--- config.mk ---
export PLATFORM = sky130hd
export DESIGN_NAME = lidar_cluster_target_selector
export DESIGN_NICKNAME = d
export VERILOG_FILES = /design/src/rtl/lcts_pkg.sv /design/src/rtl/lcts_fifo.sv /design/src/rtl/lcts_front.sv /design/src/rtl/lcts_back.sv /design/src/rtl/lidar_cluster_target_selector.sv
export VERILOG_INCLUDE_DIRS = /design/src /design/src/rtl
export SDC_FILE = /design/constraint.sdc
export NUM_CORES = 2
export LEC_CHECK = 0
export ABC_AREA = 0
export BUFFER_PORTS_ARGS = -buffer_cell sky130_fd_sc_hd__buf_2
export CORE_ASPECT_RATIO = 1.25
export CORE_UTILIZATION = 35
export CTS_CLUSTER_SIZE = 25
export DETAILED_ROUTE_END_ITERATION = 10
export PLACE_DENSITY = 0.48
export REMOVE_ABC_BUFFERS = 1
export SLEW_MARGIN = 25
export SYNTH_ARGS = -nofsm -noshare
export SYNTH_HDL_FRONTEND = slang
export SYNTH_SLANG_ARGS = --single-unit
--- constraint.sdc ---
create_clock -name clk -period 9.9 [get_ports clk]
set_input_delay 1.98 -clock clk [delete_from_list [all_inputs] [get_ports clk]]
set_output_delay 1.98 -clock clk [all_outputs]
set_load 0.01 [all_outputs]
--- src/rtl/lidar_cluster_target_selector_defines.svh ---
// ----------------------------------------------------------------------------
// Assertion macros for the lidar cluster target selector
// Concurrent checks, compiled out under SYNTHESIS.
// ----------------------------------------------------------------------------
`ifndef LIDAR_CLUSTER_TARGET_SELECTOR_DEFINES_SVH
`define LIDAR_CLUSTER_TARGET_SELECTOR_DEFINES_SVH

`ifndef SYNTHESIS
`define LCTS_ASSERT_IMP(label, clk, rst_n, ante, cons) \
	label: assert property (@(posedge clk) disable iff (!rst_n) (ante) |-> (cons)) \
		else $error("lcts check failed");
`define LCTS_ASSERT_NEXT(label, clk, rst_n, ante, cons) \
	label: assert property (@(posedge clk) disable iff (!rst_n) (ante) |=> (cons)) \
		else $error("lcts check failed");
`else
`define LCTS_ASSERT_IMP(label, clk, rst_n, ante, cons)
`define LCTS_ASSERT_NEXT(label, clk, rst_n, ante, cons)
`endif

`endif

--- src/rtl/lcts_pkg.sv ---
// ----------------------------------------------------------------------------
// lcts_pkg
// Shared widths, register indexes, outcome codes and types.
// ----------------------------------------------------------------------------
package lcts_pkg;

	localparam int PT_W           = 15;   // point coordinate width
	localparam int CFG_W          = 14;
	localparam int MINP_W         = 11;
	localparam int LOST_W         = 4;
	localparam int CCNT_W         = 11;
	localparam int OUTC_W         = 2;
	localparam int MAX_POINTS_DEF = 1024;
	localparam int QDEPTH         = 4;
	localparam int ADDR_W         = 5;
	localparam int DATA_W         = 32;
	localparam int REG_IDX_W      = 3;

	localparam logic [REG_IDX_W-1:0] REG_MIN_POINTS = 3'd0;
	localparam logic [REG_IDX_W-1:0] REG_SIZE_MIN   = 3'd1;
	localparam logic [REG_IDX_W-1:0] REG_SIZE_MAX   = 3'd2;
	localparam logic [REG_IDX_W-1:0] REG_DIM_MIN    = 3'd3;
	localparam logic [REG_IDX_W-1:0] REG_DIM_MAX    = 3'd4;
	localparam logic [REG_IDX_W-1:0] REG_TRACK_GATE = 3'd5;
	localparam logic [REG_IDX_W-1:0] REG_MAX_LOST   = 3'd6;

	localparam logic [OUTC_W-1:0] OUT_FRESH  = 2'd0;
	localparam logic [OUTC_W-1:0] OUT_HELD   = 2'd1;
	localparam logic [OUTC_W-1:0] OUT_ORIGIN = 2'd2;
	localparam logic [OUTC_W-1:0] OUT_NEVER  = 2'd3;

	typedef struct packed {
		logic [MINP_W-1:0] min_points;
		logic [CFG_W-1:0]  size_min;
		logic [CFG_W-1:0]  size_max;
		logic [CFG_W-1:0]  dim_min;
		logic [CFG_W-1:0]  dim_max;
		logic [CFG_W-1:0]  track_gate;
		logic [LOST_W-1:0] max_lost;
	} cfg_t;

	typedef struct packed {
		logic full;
		logic empty;
	} q_stat_t;

endpackage

--- src/rtl/lcts_fifo.sv ---
// ----------------------------------------------------------------------------
// lcts_fifo
// Short record queue between cluster front end and selection back end.
// ----------------------------------------------------------------------------
module lcts_fifo #(
	parameter int WIDTH = 8,
	parameter int DEPTH = 4
) (
	input  logic                 clk,
	input  logic                 arst_n,
	input  logic                 push,
	input  logic [WIDTH-1:0]     wdata,
	input  logic                 pop,
	output logic [WIDTH-1:0]     rdata,
	output lcts_pkg::q_stat_t    stat
);
	import lcts_pkg::*;

	localparam int PTR_W = (DEPTH > 1) ? $clog2(DEPTH) : 1;

	logic [WIDTH-1:0] mem_q [DEPTH];
	logic [PTR_W-1:0] wr_q, rd_q;
	logic [PTR_W:0]   cnt_q;
	logic             do_push, do_pop;

	assign stat.full  = (cnt_q == (PTR_W+1)'(DEPTH));
	assign stat.empty = (cnt_q == '0);
	assign do_push    = push && !stat.full;
	assign do_pop     = pop && !stat.empty;
	assign rdata      = mem_q[rd_q];

	always_ff @(posedge clk) begin
		if (do_push) begin
			mem_q[wr_q] <= wdata;
		end
	end

	always_ff @(posedge clk or negedge arst_n) begin
		if (!arst_n) begin
			wr_q  <= '0;
			rd_q  <= '0;
			cnt_q <= '0;
		end else begin
			if (do_push) begin
				wr_q <= (wr_q == PTR_W'(DEPTH-1)) ? '0 : wr_q + 1'b1;
			end
			if (do_pop) begin
				rd_q <= (rd_q == PTR_W'(DEPTH-1)) ? '0 : rd_q + 1'b1;
			end
			case ({do_push, do_pop})
				2'b10:   cnt_q <= cnt_q + 1'b1;
				2'b01:   cnt_q <= cnt_q - 1'b1;
				default: cnt_q <= cnt_q;
			endcase
		end
	end

endmodule

--- src/rtl/lcts_front.sv ---
// ----------------------------------------------------------------------------
// lcts_front
// Takes points, keeps the open cluster's box, sums and count, and queues
// one record per closed cluster or scan end.
// ----------------------------------------------------------------------------
module lcts_front #(
	parameter int MAX_POINTS = lcts_pkg::MAX_POINTS_DEF,
	parameter int CNT_W      = $clog2(MAX_POINTS + 1),
	parameter int SUM_W      = lcts_pkg::PT_W + $clog2(MAX_POINTS) + 1
) (
	input  logic                             clk,
	input  logic                             arst_n,
	input  logic                             in_valid,
	output logic                             in_stall,
	input  logic                             has_point,
	input  logic signed [lcts_pkg::PT_W-1:0] point_x,
	input  logic signed [lcts_pkg::PT_W-1:0] point_y,
	input  logic                             cluster_end,
	input  logic                             scan_end,
	input  lcts_pkg::q_stat_t                q_stat,
	output logic                             push,
	output logic        [lcts_pkg::PT_W-1:0] rec_w,
	output logic        [lcts_pkg::PT_W-1:0] rec_l,
	output logic signed [SUM_W-1:0]          rec_sx,
	output logic signed [SUM_W-1:0]          rec_sy,
	output logic        [CNT_W-1:0]          rec_cnt,
	output logic                             rec_scan
);
	import lcts_pkg::*;

	logic signed [PT_W-1:0]  minx_q, maxx_q, miny_q, maxy_q;
	logic signed [PT_W-1:0]  nx_minx, nx_maxx, nx_miny, nx_maxy;
	logic signed [SUM_W-1:0] sx_q, sy_q, nx_sx, nx_sy;
	logic [CNT_W-1:0]        cnt_q, nx_cnt;
	logic signed [PT_W:0]    dw, dl;
	logic                    acc, first, take, close;

	assign in_stall = q_stat.full;
	assign acc      = in_valid && !in_stall;
	assign first    = (cnt_q == '0);
	assign take     = has_point && (cnt_q < CNT_W'(MAX_POINTS));

	// first point of a cluster seeds the box and sums directly
	always_comb begin
		nx_minx = minx_q;
		nx_maxx = maxx_q;
		nx_miny = miny_q;
		nx_maxy = maxy_q;
		nx_sx   = sx_q;
		nx_sy   = sy_q;
		nx_cnt  = cnt_q;
		if (take) begin
			nx_minx = (first || point_x < minx_q) ? point_x : minx_q;
			nx_maxx = (first || point_x > maxx_q) ? point_x : maxx_q;
			nx_miny = (first || point_y < miny_q) ? point_y : miny_q;
			nx_maxy = (first || point_y > maxy_q) ? point_y : maxy_q;
			nx_sx   = first ? SUM_W'(point_x) : sx_q + SUM_W'(point_x);
			nx_sy   = first ? SUM_W'(point_y) : sy_q + SUM_W'(point_y);
			nx_cnt  = cnt_q + 1'b1;
		end
	end

	assign close    = (cluster_end || scan_end) && (nx_cnt != '0);
	assign dw       = {nx_maxy[PT_W-1], nx_maxy} - {nx_miny[PT_W-1], nx_miny};
	assign dl       = {nx_maxx[PT_W-1], nx_maxx} - {nx_minx[PT_W-1], nx_minx};
	assign push     = acc && (close || scan_end);
	assign rec_w    = dw[PT_W-1:0];
	assign rec_l    = dl[PT_W-1:0];
	assign rec_sx   = nx_sx;
	assign rec_sy   = nx_sy;
	assign rec_cnt  = close ? nx_cnt : '0;
	assign rec_scan = scan_end;

	always_ff @(posedge clk) begin
		if (acc && take) begin
			minx_q <= nx_minx;
			maxx_q <= nx_maxx;
			miny_q <= nx_miny;
			maxy_q <= nx_maxy;
			sx_q   <= nx_sx;
			sy_q   <= nx_sy;
		end
	end

	always_ff @(posedge clk or negedge arst_n) begin
		if (!arst_n) begin
			cnt_q <= '0;
		end else if (acc) begin
			cnt_q <= close ? '0 : nx_cnt;
		end
	end

endmodule

--- src/rtl/lcts_back.sv ---
// ----------------------------------------------------------------------------
// lcts_back
// Shape tests, centroid divide, nearest-candidate pick and hold/lost
// tracking; one result per scan end.
// ----------------------------------------------------------------------------
module lcts_back #(
	parameter int MAX_POINTS = lcts_pkg::MAX_POINTS_DEF,
	parameter int CNT_W      = $clog2(MAX_POINTS + 1),
	parameter int SUM_W      = lcts_pkg::PT_W + $clog2(MAX_POINTS) + 1
) (
	input  logic                               clk,
	input  logic                               arst_n,
	input  lcts_pkg::cfg_t                     cfg,
	input  lcts_pkg::q_stat_t                  q_stat,
	output logic                               pop,
	input  logic        [lcts_pkg::PT_W-1:0]   rec_w,
	input  logic        [lcts_pkg::PT_W-1:0]   rec_l,
	input  logic signed [SUM_W-1:0]            rec_sx,
	input  logic signed [SUM_W-1:0]            rec_sy,
	input  logic        [CNT_W-1:0]            rec_cnt,
	input  logic                               rec_scan,
	output logic                               out_valid,
	input  logic                               out_stall,
	output logic signed [lcts_pkg::PT_W-1:0]   target_x,
	output logic signed [lcts_pkg::PT_W-1:0]   target_y,
	output logic        [lcts_pkg::OUTC_W-1:0] outcome,
	output logic        [lcts_pkg::CCNT_W-1:0] candidate_count
);
	import lcts_pkg::*;

	localparam int IT_W  = $clog2(SUM_W);
	localparam int SQ_W  = 2 * PT_W;
	localparam int DG_W  = SQ_W + 1;
	localparam int CSQ_W = 2 * CFG_W;
	localparam int DSQ_W = 2 * (PT_W + 1);
	localparam int D_W   = DSQ_W + 1;

	typedef enum logic [3:0] {
		ST_IDLE, ST_SQ, ST_TEST, ST_DIV, ST_FIX, ST_DIST, ST_DSQ, ST_CMP, ST_RES
	} state_t;

	state_t state_q;

	logic [PT_W-1:0]         w_q, l_q;
	logic                    sxneg_q, syneg_q, scan_q;
	logic [CNT_W-1:0]        cnt_q;
	logic [SUM_W-1:0]        dvx_q, dvy_q;
	logic [CNT_W:0]          remx_q, remy_q;
	logic [IT_W-1:0]         it_q;
	logic [SQ_W-1:0]         wsq_q, lsq_q;
	logic [CSQ_W-1:0]        sminsq_q, smaxsq_q, gsq_q;
	logic                    pts_ok_q, dim_ok_q;
	logic signed [PT_W:0]    cx_q, cy_q;
	logic [PT_W:0]           adx_q, ady_q;
	logic [DSQ_W-1:0]        dxsq_q, dysq_q;
	logic signed [PT_W-1:0]  best_x_q, best_y_q, prev_x_q, prev_y_q;
	logic [D_W-1:0]          best_d_q;
	logic [CCNT_W-1:0]       cand_q;
	logic                    pv_q;
	logic [LOST_W-1:0]       lost_q;

	logic [SUM_W-1:0]        absx, absy;
	logic [DG_W-1:0]         diag;
	logic                    cand_ok;
	logic [CNT_W:0]          remx_n, remy_n;
	logic                    gex, gey;
	logic signed [PT_W-1:0]  rx, ry;
	logic signed [PT_W+1:0]  dx, dy;
	logic [D_W-1:0]          cand_d;
	logic                    wok, lok, can_hold, out_free, res_load;
	logic [OUTC_W-1:0]       res_oc;
	logic signed [PT_W-1:0]  res_x, res_y;

	assign pop  = (state_q == ST_IDLE) && !q_stat.empty;
	assign absx = rec_sx[SUM_W-1] ? SUM_W'(-rec_sx) : SUM_W'(rec_sx);
	assign absy = rec_sy[SUM_W-1] ? SUM_W'(-rec_sy) : SUM_W'(rec_sy);
	assign wok  = (w_q > PT_W'(cfg.dim_min)) && (w_q < PT_W'(cfg.dim_max));
	assign lok  = (l_q > PT_W'(cfg.dim_min)) && (l_q < PT_W'(cfg.dim_max));
	assign diag = DG_W'(wsq_q) + DG_W'(lsq_q);
	assign cand_ok = pts_ok_q && dim_ok_q && (diag >= DG_W'(sminsq_q))
			&& (diag <= DG_W'(smaxsq_q));

	// restoring divide, one quotient bit a cycle, x and y side by side
	assign remx_n = {remx_q[CNT_W-1:0], dvx_q[SUM_W-1]};
	assign remy_n = {remy_q[CNT_W-1:0], dvy_q[SUM_W-1]};
	assign gex    = (remx_n >= {1'b0, cnt_q});
	assign gey    = (remy_n >= {1'b0, cnt_q});

	assign rx     = pv_q ? prev_x_q : '0;
	assign ry     = pv_q ? prev_y_q : '0;
	assign dx     = {cx_q[PT_W], cx_q} - (PT_W+2)'(rx);
	assign dy     = {cy_q[PT_W], cy_q} - (PT_W+2)'(ry);
	assign cand_d = D_W'(dxsq_q) + D_W'(dysq_q);

	assign can_hold = pv_q && (lost_q < cfg.max_lost);
	assign out_free = !out_valid || !out_stall;
	assign res_load = (state_q == ST_RES) && out_free;

	always_comb begin
		res_oc = OUT_FRESH;
		res_x  = best_x_q;
		res_y  = best_y_q;
		if (cand_q == '0) begin
			if (can_hold) begin
				res_oc = OUT_HELD;
				res_x  = prev_x_q;
				res_y  = prev_y_q;
			end else begin
				res_oc = pv_q ? OUT_ORIGIN : OUT_NEVER;
				res_x  = '0;
				res_y  = '0;
			end
		end else if (can_hold && (best_d_q > D_W'(gsq_q))) begin
			res_oc = OUT_HELD;
			res_x  = prev_x_q;
			res_y  = prev_y_q;
		end
	end

	// datapath registers
	always_ff @(posedge clk) begin
		case (state_q)
			ST_IDLE: begin
				if (pop) begin
					w_q     <= rec_w;
					l_q     <= rec_l;
					cnt_q   <= rec_cnt;
					sxneg_q <= rec_sx[SUM_W-1];
					syneg_q <= rec_sy[SUM_W-1];
					dvx_q   <= absx + SUM_W'(rec_cnt >> 1);
					dvy_q   <= absy + SUM_W'(rec_cnt >> 1);
					scan_q  <= rec_scan;
					gsq_q   <= cfg.track_gate * cfg.track_gate;
				end
			end
			ST_SQ: begin
				wsq_q    <= w_q * w_q;
				lsq_q    <= l_q * l_q;
				sminsq_q <= cfg.size_min * cfg.size_min;
				smaxsq_q <= cfg.size_max * cfg.size_max;
				pts_ok_q <= ({{MINP_W{1'b0}}, cnt_q} >= {{CNT_W{1'b0}}, cfg.min_points});
				dim_ok_q <= wok || lok;
			end
			ST_TEST: begin
				remx_q <= '0;
				remy_q <= '0;
				it_q   <= IT_W'(SUM_W - 1);
			end
			ST_DIV: begin
				remx_q <= gex ? remx_n - {1'b0, cnt_q} : remx_n;
				remy_q <= gey ? remy_n - {1'b0, cnt_q} : remy_n;
				dvx_q  <= {dvx_q[SUM_W-2:0], gex};
				dvy_q  <= {dvy_q[SUM_W-2:0], gey};
				it_q   <= it_q - 1'b1;
			end
			ST_FIX: begin
				cx_q <= sxneg_q ? -$signed({1'b0, dvx_q[PT_W-1:0]})
						: $signed({1'b0, dvx_q[PT_W-1:0]});
				cy_q <= syneg_q ? -$signed({1'b0, dvy_q[PT_W-1:0]})
						: $signed({1'b0, dvy_q[PT_W-1:0]});
			end
			ST_DIST: begin
				adx_q <= dx[PT_W+1] ? (PT_W+1)'(-dx) : (PT_W+1)'(dx);
				ady_q <= dy[PT_W+1] ? (PT_W+1)'(-dy) : (PT_W+1)'(dy);
			end
			ST_DSQ: begin
				dxsq_q <= adx_q * adx_q;
				dysq_q <= ady_q * ady_q;
			end
			ST_CMP: begin
				if (cand_q == '0 || cand_d < best_d_q) begin
					best_d_q <= cand_d;
					best_x_q <= cx_q[PT_W-1:0];
					best_y_q <= cy_q[PT_W-1:0];
				end
			end
			default: ;
		endcase
	end

	// control, tracking state and the output register
	always_ff @(posedge clk or negedge arst_n) begin
		if (!arst_n) begin
			state_q         <= ST_IDLE;
			cand_q          <= '0;
			pv_q            <= 1'b0;
			lost_q          <= '0;
			prev_x_q        <= '0;
			prev_y_q        <= '0;
			out_valid       <= 1'b0;
			target_x        <= '0;
			target_y        <= '0;
			outcome         <= OUT_NEVER;
			candidate_count <= '0;
		end else begin
			if (out_valid && !out_stall && !res_load) begin
				out_valid <= 1'b0;
			end
			case (state_q)
				ST_IDLE: begin
					if (pop) begin
						if (rec_cnt != '0) begin
							state_q <= ST_SQ;
						end else begin
							state_q <= ST_RES;
						end
					end
				end
				ST_SQ:   state_q <= ST_TEST;
				ST_TEST: begin
					if (cand_ok) begin
						state_q <= ST_DIV;
					end else begin
						state_q <= scan_q ? ST_RES : ST_IDLE;
					end
				end
				ST_DIV: begin
					if (it_q == '0) begin
						state_q <= ST_FIX;
					end
				end
				ST_FIX:  state_q <= ST_DIST;
				ST_DIST: state_q <= ST_DSQ;
				ST_DSQ:  state_q <= ST_CMP;
				ST_CMP: begin
					if (cand_q != {CCNT_W{1'b1}}) begin
						cand_q <= cand_q + 1'b1;
					end
					state_q <= scan_q ? ST_RES : ST_IDLE;
				end
				ST_RES: begin
					if (res_load) begin
						out_valid       <= 1'b1;
						target_x        <= res_x;
						target_y        <= res_y;
						outcome         <= res_oc;
						candidate_count <= cand_q;
						if (res_oc == OUT_HELD) begin
							lost_q <= lost_q + 1'b1;
						end else if (res_oc == OUT_FRESH) begin
							lost_q <= '0;
						end
						// origin with no track yet leaves prev untouched
						if (!(res_x == '0 && res_y == '0 && !pv_q)) begin
							prev_x_q <= res_x;
							prev_y_q <= res_y;
							pv_q     <= 1'b1;
						end
						cand_q  <= '0;
						state_q <= ST_IDLE;
					end
				end
				default: state_q <= ST_IDLE;
			endcase
		end
	end

endmodule

--- src/rtl/lidar_cluster_target_selector.sv ---
// ----------------------------------------------------------------------------
// lidar_cluster_target_selector
// Clusters lidar points into candidates and picks one tracked target a scan.
// ----------------------------------------------------------------------------
//  channel   dir  handshake             payload
//  input     in   in_valid / in_stall   has_point point_x point_y cluster_end scan_end
//  result    out  out_valid / out_stall target_x target_y outcome candidate_count
//  config    in   APB write/read        min_points .. max_lost, 4-byte stride
//
//  Front end takes one item per cycle while the 4-entry queue has room.
//  Each candidate cluster takes the back end through squaring, the shape test,
//  the one-bit-a-cycle centroid divider, fix, distance, square and compare; a
//  rejected one stops after the test. A scan end adds the result state, which a
//  bare scan end enters from idle. Back end waits in its result state while out_stall
//  holds the output register. Reset loads register defaults; no clearing pass.
// ----------------------------------------------------------------------------
`include "lidar_cluster_target_selector_defines.svh"

module lidar_cluster_target_selector #(
	parameter int MAX_POINTS = lcts_pkg::MAX_POINTS_DEF
) (
	input  logic                               clk,
	input  logic                               arst_n,
	input  logic                               in_valid,
	output logic                               in_stall,
	input  logic                               has_point,
	input  logic signed [lcts_pkg::PT_W-1:0]   point_x,
	input  logic signed [lcts_pkg::PT_W-1:0]   point_y,
	input  logic                               cluster_end,
	input  logic                               scan_end,
	output logic                               out_valid,
	input  logic                               out_stall,
	output logic signed [lcts_pkg::PT_W-1:0]   target_x,
	output logic signed [lcts_pkg::PT_W-1:0]   target_y,
	output logic        [lcts_pkg::OUTC_W-1:0] outcome,
	output logic        [lcts_pkg::CCNT_W-1:0] candidate_count,
	input  logic                               psel,
	input  logic                               penable,
	input  logic                               pwrite,
	input  logic        [lcts_pkg::ADDR_W-1:0] paddr,
	input  logic        [lcts_pkg::DATA_W-1:0] pwdata,
	output logic        [lcts_pkg::DATA_W-1:0] prdata,
	output logic                               pready
);
	import lcts_pkg::*;

	localparam int CNT_W = $clog2(MAX_POINTS + 1);
	localparam int SUM_W = PT_W + $clog2(MAX_POINTS) + 1;
	localparam int REC_W = 2 * PT_W + 2 * SUM_W + CNT_W + 1;

	cfg_t                    cfg_q;
	q_stat_t                 q_stat;
	logic [REG_IDX_W-1:0]    reg_idx;
	logic                    wr_en;
	logic                    push, pop;
	logic [PT_W-1:0]         f_w, f_l, b_w, b_l;
	logic signed [SUM_W-1:0] f_sx, f_sy, b_sx, b_sy;
	logic [CNT_W-1:0]        f_cnt, b_cnt;
	logic                    f_scan, b_scan;
	logic [REC_W-1:0]        q_wdata, q_rdata;

	assign pready  = 1'b1;
	assign reg_idx = paddr[ADDR_W-1:2];
	assign wr_en   = psel && penable && pwrite && pready;

	always_ff @(posedge clk or negedge arst_n) begin
		if (!arst_n) begin
			cfg_q.min_points <= MINP_W'(5);
			cfg_q.size_min   <= CFG_W'(82);
			cfg_q.size_max   <= CFG_W'(614);
			cfg_q.dim_min    <= CFG_W'(82);
			cfg_q.dim_max    <= CFG_W'(358);
			cfg_q.track_gate <= CFG_W'(512);
			cfg_q.max_lost   <= LOST_W'(6);
		end else if (wr_en) begin
			case (reg_idx)
				REG_MIN_POINTS: cfg_q.min_points <= pwdata[MINP_W-1:0];
				REG_SIZE_MIN:   cfg_q.size_min   <= pwdata[CFG_W-1:0];
				REG_SIZE_MAX:   cfg_q.size_max   <= pwdata[CFG_W-1:0];
				REG_DIM_MIN:    cfg_q.dim_min    <= pwdata[CFG_W-1:0];
				REG_DIM_MAX:    cfg_q.dim_max    <= pwdata[CFG_W-1:0];
				REG_TRACK_GATE: cfg_q.track_gate <= pwdata[CFG_W-1:0];
				REG_MAX_LOST:   cfg_q.max_lost   <= pwdata[LOST_W-1:0];
				default: ;
			endcase
		end
	end

	always_comb begin
		case (reg_idx)
			REG_MIN_POINTS: prdata = DATA_W'(cfg_q.min_points);
			REG_SIZE_MIN:   prdata = DATA_W'(cfg_q.size_min);
			REG_SIZE_MAX:   prdata = DATA_W'(cfg_q.size_max);
			REG_DIM_MIN:    prdata = DATA_W'(cfg_q.dim_min);
			REG_DIM_MAX:    prdata = DATA_W'(cfg_q.dim_max);
			REG_TRACK_GATE: prdata = DATA_W'(cfg_q.track_gate);
			REG_MAX_LOST:   prdata = DATA_W'(cfg_q.max_lost);
			default:        prdata = '0;
		endcase
	end

	lcts_front #(
		.MAX_POINTS (MAX_POINTS),
		.CNT_W      (CNT_W),
		.SUM_W      (SUM_W)
	) u_front (
		.clk         (clk),
		.arst_n      (arst_n),
		.in_valid    (in_valid),
		.in_stall    (in_stall),
		.has_point   (has_point),
		.point_x     (point_x),
		.point_y     (point_y),
		.cluster_end (cluster_end),
		.scan_end    (scan_end),
		.q_stat      (q_stat),
		.push        (push),
		.rec_w       (f_w),
		.rec_l       (f_l),
		.rec_sx      (f_sx),
		.rec_sy      (f_sy),
		.rec_cnt     (f_cnt),
		.rec_scan    (f_scan)
	);

	assign q_wdata = {f_w, f_l, f_sx, f_sy, f_cnt, f_scan};
	assign {b_w, b_l, b_sx, b_sy, b_cnt, b_scan} = q_rdata;

	lcts_fifo #(
		.WIDTH (REC_W),
		.DEPTH (QDEPTH)
	) u_fifo (
		.clk    (clk),
		.arst_n (arst_n),
		.push   (push),
		.wdata  (q_wdata),
		.pop    (pop),
		.rdata  (q_rdata),
		.stat   (q_stat)
	);

	lcts_back #(
		.MAX_POINTS (MAX_POINTS),
		.CNT_W      (CNT_W),
		.SUM_W      (SUM_W)
	) u_back (
		.clk             (clk),
		.arst_n          (arst_n),
		.cfg             (cfg_q),
		.q_stat          (q_stat),
		.pop             (pop),
		.rec_w           (b_w),
		.rec_l           (b_l),
		.rec_sx          (b_sx),
		.rec_sy          (b_sy),
		.rec_cnt         (b_cnt),
		.rec_scan        (b_scan),
		.out_valid       (out_valid),
		.out_stall       (out_stall),
		.target_x        (target_x),
		.target_y        (target_y),
		.outcome         (outcome),
		.candidate_count (candidate_count)
	);

	`LCTS_ASSERT_IMP(a_q_full_not_empty, clk, arst_n, q_stat.full, !q_stat.empty)
	`LCTS_ASSERT_IMP(a_push_has_room, clk, arst_n, push, !q_stat.full)
	`LCTS_ASSERT_IMP(a_origin_zero, clk, arst_n, out_valid && (outcome == OUT_ORIGIN || outcome == OUT_NEVER), target_x == '0 && target_y == '0)
	`LCTS_ASSERT_NEXT(a_pop_leaves_idle, clk, arst_n, pop, !pop)

endmodule

After elaboration in Yosys (flattened, before gate mapping)
Memory sizes are Yosys's and may differ from the RTL's.
Cells that the tools add are included.
{ "word_totals": {"reg_bits": 769, "mem_bits_rw": 376, "output_inout_bits": 78, "n_memories": 1} }
{ "classes": {"add_sub_neg": 26, "multipliers": 7, "magnitude_cmp": 17, "eq_ne": 25, "muxes": 63, "bitwise": 1, "reduce_logical": 68} }
{ "memory_table": {"columns": ["memory", "words", "width", "read_ports", "rd_clocked_by_memory_dff", "wr", "line_no", "rtl"], "rows": [
  ["u_fifo.mem_q", 4, 94, 1, 0, 1, "lcts_fifo.sv:21", "logic [WIDTH-1:0] mem_q [DEPTH];"]
]} }
{ "ops": {"columns": ["operator", "n"], "rows": [
  ["two-way mux 15 bit", 18],
  ["two-way mux 26 bit", 8],
  ["case mux 26 bit (2 select lines)", 2],
  ["case mux 14 bit (7 select lines)", 1],
  ["multiplier 14 x 14 -> 28 bit", 3],
  ["two-way mux 11 bit", 7],
  ["case mux 11 bit (2 select lines)", 3],
  ["multiplier 16 x 16 -> 32 bit", 2],
  ["multiplier 15 x 15 -> 30 bit", 2],
  ["adder 26 x 10 -> 26 bit", 2],
  ["adder 26 x 15 -> 26 bit", 2],
  ["negation 26 bit", 2],
  ["case mux 4 bit (9 select lines)", 1],
  ["subtractor 16 x 15 -> 17 bit", 2],
  ["adder 32 x 32 -> 33 bit", 1],
  ["> comparator 33 x 28 -> 1 bit", 1],
  ["< comparator 33 bit", 1],
  ["two-way mux 16 bit", 2],
  ["two-way mux 4 bit", 8],
  ["negation 15 -> 16 bit", 2],
  ["negation 16 bit", 2],
  ["adder 30 x 30 -> 31 bit", 1],
  ["greater-or-equal comparator 31 x 28 -> 1 bit", 1],
  ["less-or-equal comparator 31 x 28 -> 1 bit", 1],
  ["other kinds (46)", 132]
]} }

Longest topological paths before layout
{ "logic_depth": {"word_depth": 10, "mapped_depth": 26, "depth_no_buf": 25} }

Cells and area by module
Synthesis repeated with hierarchy kept, for this count alone.
{ "hier_totals": {"cells_unflattened": 10007, "area_unflattened_um2": 104732.9} }
{ "by_module_without_submodules": {"columns": ["module", "instances", "cells_each", "area_per_inst_um2"], "rows": [
  ["lcts_back", 1, 7825, 75062.0],
  ["lcts_fifo", 1, 532, 14038.5],
  ["lcts_front", 1, 1341, 11482.3],
  ["lidar_cluster_target_selector", 1, 309, 4150.2]
]} }

Worst setup path after synthesis
No wires, ideal clock.
{ "synth_timing": {"kind": "reg-to-reg", "from": "register u_back.state_q[1]", "to": "register u_back.dim_ok_q (enable)", "setup_time_ps": 726, "arrival_time_ps": 8327, "path_slack_ps": 846, "stages_incl_launch_ff": 3, "path_buffers": 0, "synth_period_minus_slack_ps": 9054, "cell_sequence": "dfrtp_1 -> nand2b_1 -> nor3_1"} }
{ "synth_via": {"elab_chain_len": 1} }
{ "synth_lines": {"columns": ["item", "line_no", "rtl"], "rows": [
  ["start: declaration", "lcts_back.sv:42", "state_t state_q;"],
  ["start signal: assignment", "lcts_back.sv:214", "state_q <= scan_q ? ST_RES : ST_IDLE;"],
  ["start signal: assignment", "lcts_back.sv:229", "state_q <= scan_q ? ST_RES : ST_IDLE;"],
  ["== test 4 x 1 -> 1 bit", "lcts_back.sv:122", "case (state_q)"],
  ["end signal: assignment", "lcts_back.sv:142", "dim_ok_q <= wok || lok;"],
  ["end: declaration", "lcts_back.sv:52", "logic pts_ok_q, dim_ok_q;"]
]} }
No other way between the ends.
A chain may end at the register's enable or synchronous reset.

Worst setup path in the final report
{ "layout_timing": {"from": "register u_back.l_q[0]", "to": "register u_back.lsq_q[28], data pin"} }
{ "layout_via": {"elab_chain_len": 1} }
{ "layout_lines": {"columns": ["item", "line_no", "rtl"], "rows": [
  ["start: declaration", "lcts_back.sv:44", "logic [PT_W-1:0] w_q, l_q;"],
  ["start signal: assignment", "lcts_back.sv:126", "l_q <= rec_l;"],
  ["multiplier 15 x 15 -> 30 bit", "lcts_back.sv:138", "lsq_q <= l_q * l_q;"],
  ["end signal: assignment", "lcts_back.sv:138", null],
  ["end: declaration", "lcts_back.sv:50", "logic [SQ_W-1:0] wsq_q, lsq_q;"]
]} }
No other way between the ends.

==> results.cfg <==
[cells_and_area]
layout_common_cells = inv_1 (1779), ha_1 (1116), fa_1 (963)
layout_commonest_cell = inv_1
num-nets-final = 12200
drive_above_1_share = 0.0678
stdcell_count = 14100
area_growth_pct = 9.55

[worst_setup_path]
start_kind = flip-flop
rr_endpoint = u_back.lsq_q[28]
slowest_stage = edfxtp_1
ff2ff_path_depth = 25
required_ps = 10420
crit_family = adder cells
end_kind = flip-flop
critPathArrivalTime_ps = 8140
crit_path_frequent_cell = inv_1
critPathMaxStageDelay_ps = 840
rrSetupSlack_ps = 2280
path_buf_inv = 7
cp-startpoint = u_back.l_q[0]
r2r_start = u_back.l_q[0]
path_max_fanout = 14
worstSetupPathType = reg2reg

[timing]
fmax_mhz = 131
hold_violations = 0
relSlewSlack = 0.302
skew_ps = 60.9
rsz0062_at_grt = no
finalCritPeriodShare = 0.770
tightestPinTransition_ps = 1050
slew_viol_final = 0
finalSetupViolations = 0
min_period_ps = 7620
fin_tns_setup_ps = 0

[clock_network]
cts.repair.resized = 0
cts_tree = built
clk_path_buf_depth = 3
clock-sinks = 1138
cts_buffers = 137
clk-insertion-delay-late_ps = 820
clk_pin_slew_ps = 60
cts-root-buf = clkbuf_16
cts_hold_buf = 0
cts_setup_buffers = 0
htree_levels = 4

[drt]
antenna_left = 0
dr_total_vias = 70400
wl_per_cell_um = 18.9
drt_iter0_drc = 3226
viasPerCell = 5.01
routed_wl_mm = 266
drc = 0
drtPass1Iterations = 6

[synth]
yosys.cell_types.count = 100
synth_top_flop_cell = edfxtp_1
synth_cells = 9945
ys.warnings.count = 0
synthesis.area_um2 = 104000
seq_area_frac_synth = 0.321
synth_edf_count = 941
async_reset_ff_frac = 0.173
syn_avg_cell_area_um2 = 10.4
ys_ff_latch = 1138

[global_route]
grt.total_usage = 0.181
groute.layer.met1.usage = 0.233
grt-busiest-layer = met2
grt_pass1_vias = 74700
antenna_found_initial = 18
grt_overflow = 0
grt_pass1_wl_mm = 420
grt_use_met2 = 0.318
gr-usage-met3 = 0.0203
grt_max_degree = 132

[hold_path]
hold_depth = 1
worstHoldEndpoint = u_back.target_x[0]
min_from = u_back.target_x[0]
min_path_type = reg2reg

[job]
cap_violations = 0

[status]
status = completed

[placed_design]
hpwl_mm = 207
post-place-cells = 13800
gp_congestion = 0.859
io_buffers = 115

[die]
die-height_um = 610
dieArea_um2 = 298000
initial_core_util = 0.353
die_width_um = 489
core_um2 = 294000
rows = 222
pin_count = 155
==> per-layer routing <==
metal	part of all wire	wire, µm
met2	0.50	133000
met3	0.034	8920
met5	0.00013	34
met1	0.44	117000
met4	0.027	7130
==> through the flow <==
step / area, µm² / setup WS, ps / utilization / hold slack (ps)
final: 113000 / 2280 / 0.387 / 468
after global routing: 113000 / 1680 / 0.386 / 485
after CTS: 113000 / 2150 / 0.386 / 477
after detailed placement: 109000 / 2180 / 0.371 / 463
after global placement: 109000 / 2130 / 0.371 / 463
after floorplan: 102000 / 846 / - / 426
==> synthesized netlist by cell type, drive strengths merged (23+ instances only) <==
cell	count	area, µm²
nand3	126	631
nand2b	78	488
and2	263	1650
nand2	836	3140
buf	49	324
nor2b	93	582
fa	963	19300
edfxtp	941	28300
a21boi	36	270
clkbuf	229	860
and3	52	325
mux2	78	878
mux2i	33	330
nand4	67	425
inv	1779	6680
nor2	535	2010
xnor2	327	2860
or2	30	188
or3	52	325
a22oi	34	255
xor2	159	1390
o21bai	56	420
dfstp	23	604
mux4	99	2260
a31oi	67	419
o21ai	363	1820
o31ai	40	314
nor3	148	756
a211oi	44	330
nor4	24	156
o21a	81	608
o211ai	27	203
dfrtp	174	4350
a211o	25	219
a21oi	426	2130
a21o	231	1730
ha	1116	14000
==> how the worst max path moves through the flow <==
stage / slack [ps] / cells past startpoint / end
after floorplan: 850 / 2 / u_back.dim_ok_q
after global placement: 2130 / 25 / u_back.lsq_q[29]
after detailed placement: 2180 / 25 / u_back.lsq_q[28]
after CTS: 2150 / 25 / u_back.lsq_q[28]
after global routing: 1680 / 25 / u_back.lsq_q[29]
final: 2280 / 25 / u_back.lsq_q[28]
==> flip-flops by register name, indices dropped and copies added (netlist names), 16 cells and up <==
name	cells
u_back.wsq_q	29
u_back.dxsq_q	31
u_back.cy_q	16
u_fifo.mem_q	376
u_back.gsq_q	27
u_back.adx_q	16
u_front.sx_q	26
u_front.sy_q	26
u_back.dvx_q	26
u_back.dvy_q	26
u_back.ady_q	16
u_back.dysq_q	31
u_back.sminsq_q	27
u_back.cx_q	16
u_back.lsq_q	29
u_back.best_d_q	33
u_back.smaxsq_q	27
cfg_q	85
==> area by class of cell <==
type | count | area, µm²
fillers | 29000 | 180000
multi-input cells | 6766 | 62800
flip-flops and latches | 1138 | 33200
inverters | 1780 | 6680
well taps | 3920 | 4900
clock buffers | 178 | 3720
repair buffers | 200 | 1270
clock inverters | 74 | 877
diodes | 13 | 32.5
==> worst register-to-register path: stages (launching register included) <==
cell	delay (ps)
edfxtp_1	840
inv_1	350
nor2_1	250
inv_1	80
fa_1	490
fa_1	540
inv_1	50
fa_1	500
inv_1	60
fa_1	530
inv_1	50
fa_1	480
inv_1	50
fa_1	470
inv_1	40
ha_1	200
a21o_1	180
a211oi_1	430
nand2_1	90
o221ai_1	300
o21ai_0	250
o41a_1	390
a211oi_1	380
o21bai_1	110
a21oi_1	180
xnor2_1	80
==> cells by family after synthesis <==
logic type / count (synthesis) / share of synthesized area
flops: 1138 / 0.321
fa+ha+maj: 2079 / 0.321
mux: 210 / 0.0335
simple gates: 2369 / 0.109
xor+xnor: 487 / 0.0413
buf+inv: 2058 / 0.0759
other cells: 2 / 0.0000725
compound gates: 1602 / 0.0990
Power is not shown: default switching activity piles up to over one toggle a cycle in this logic, so the estimate is an artifact.
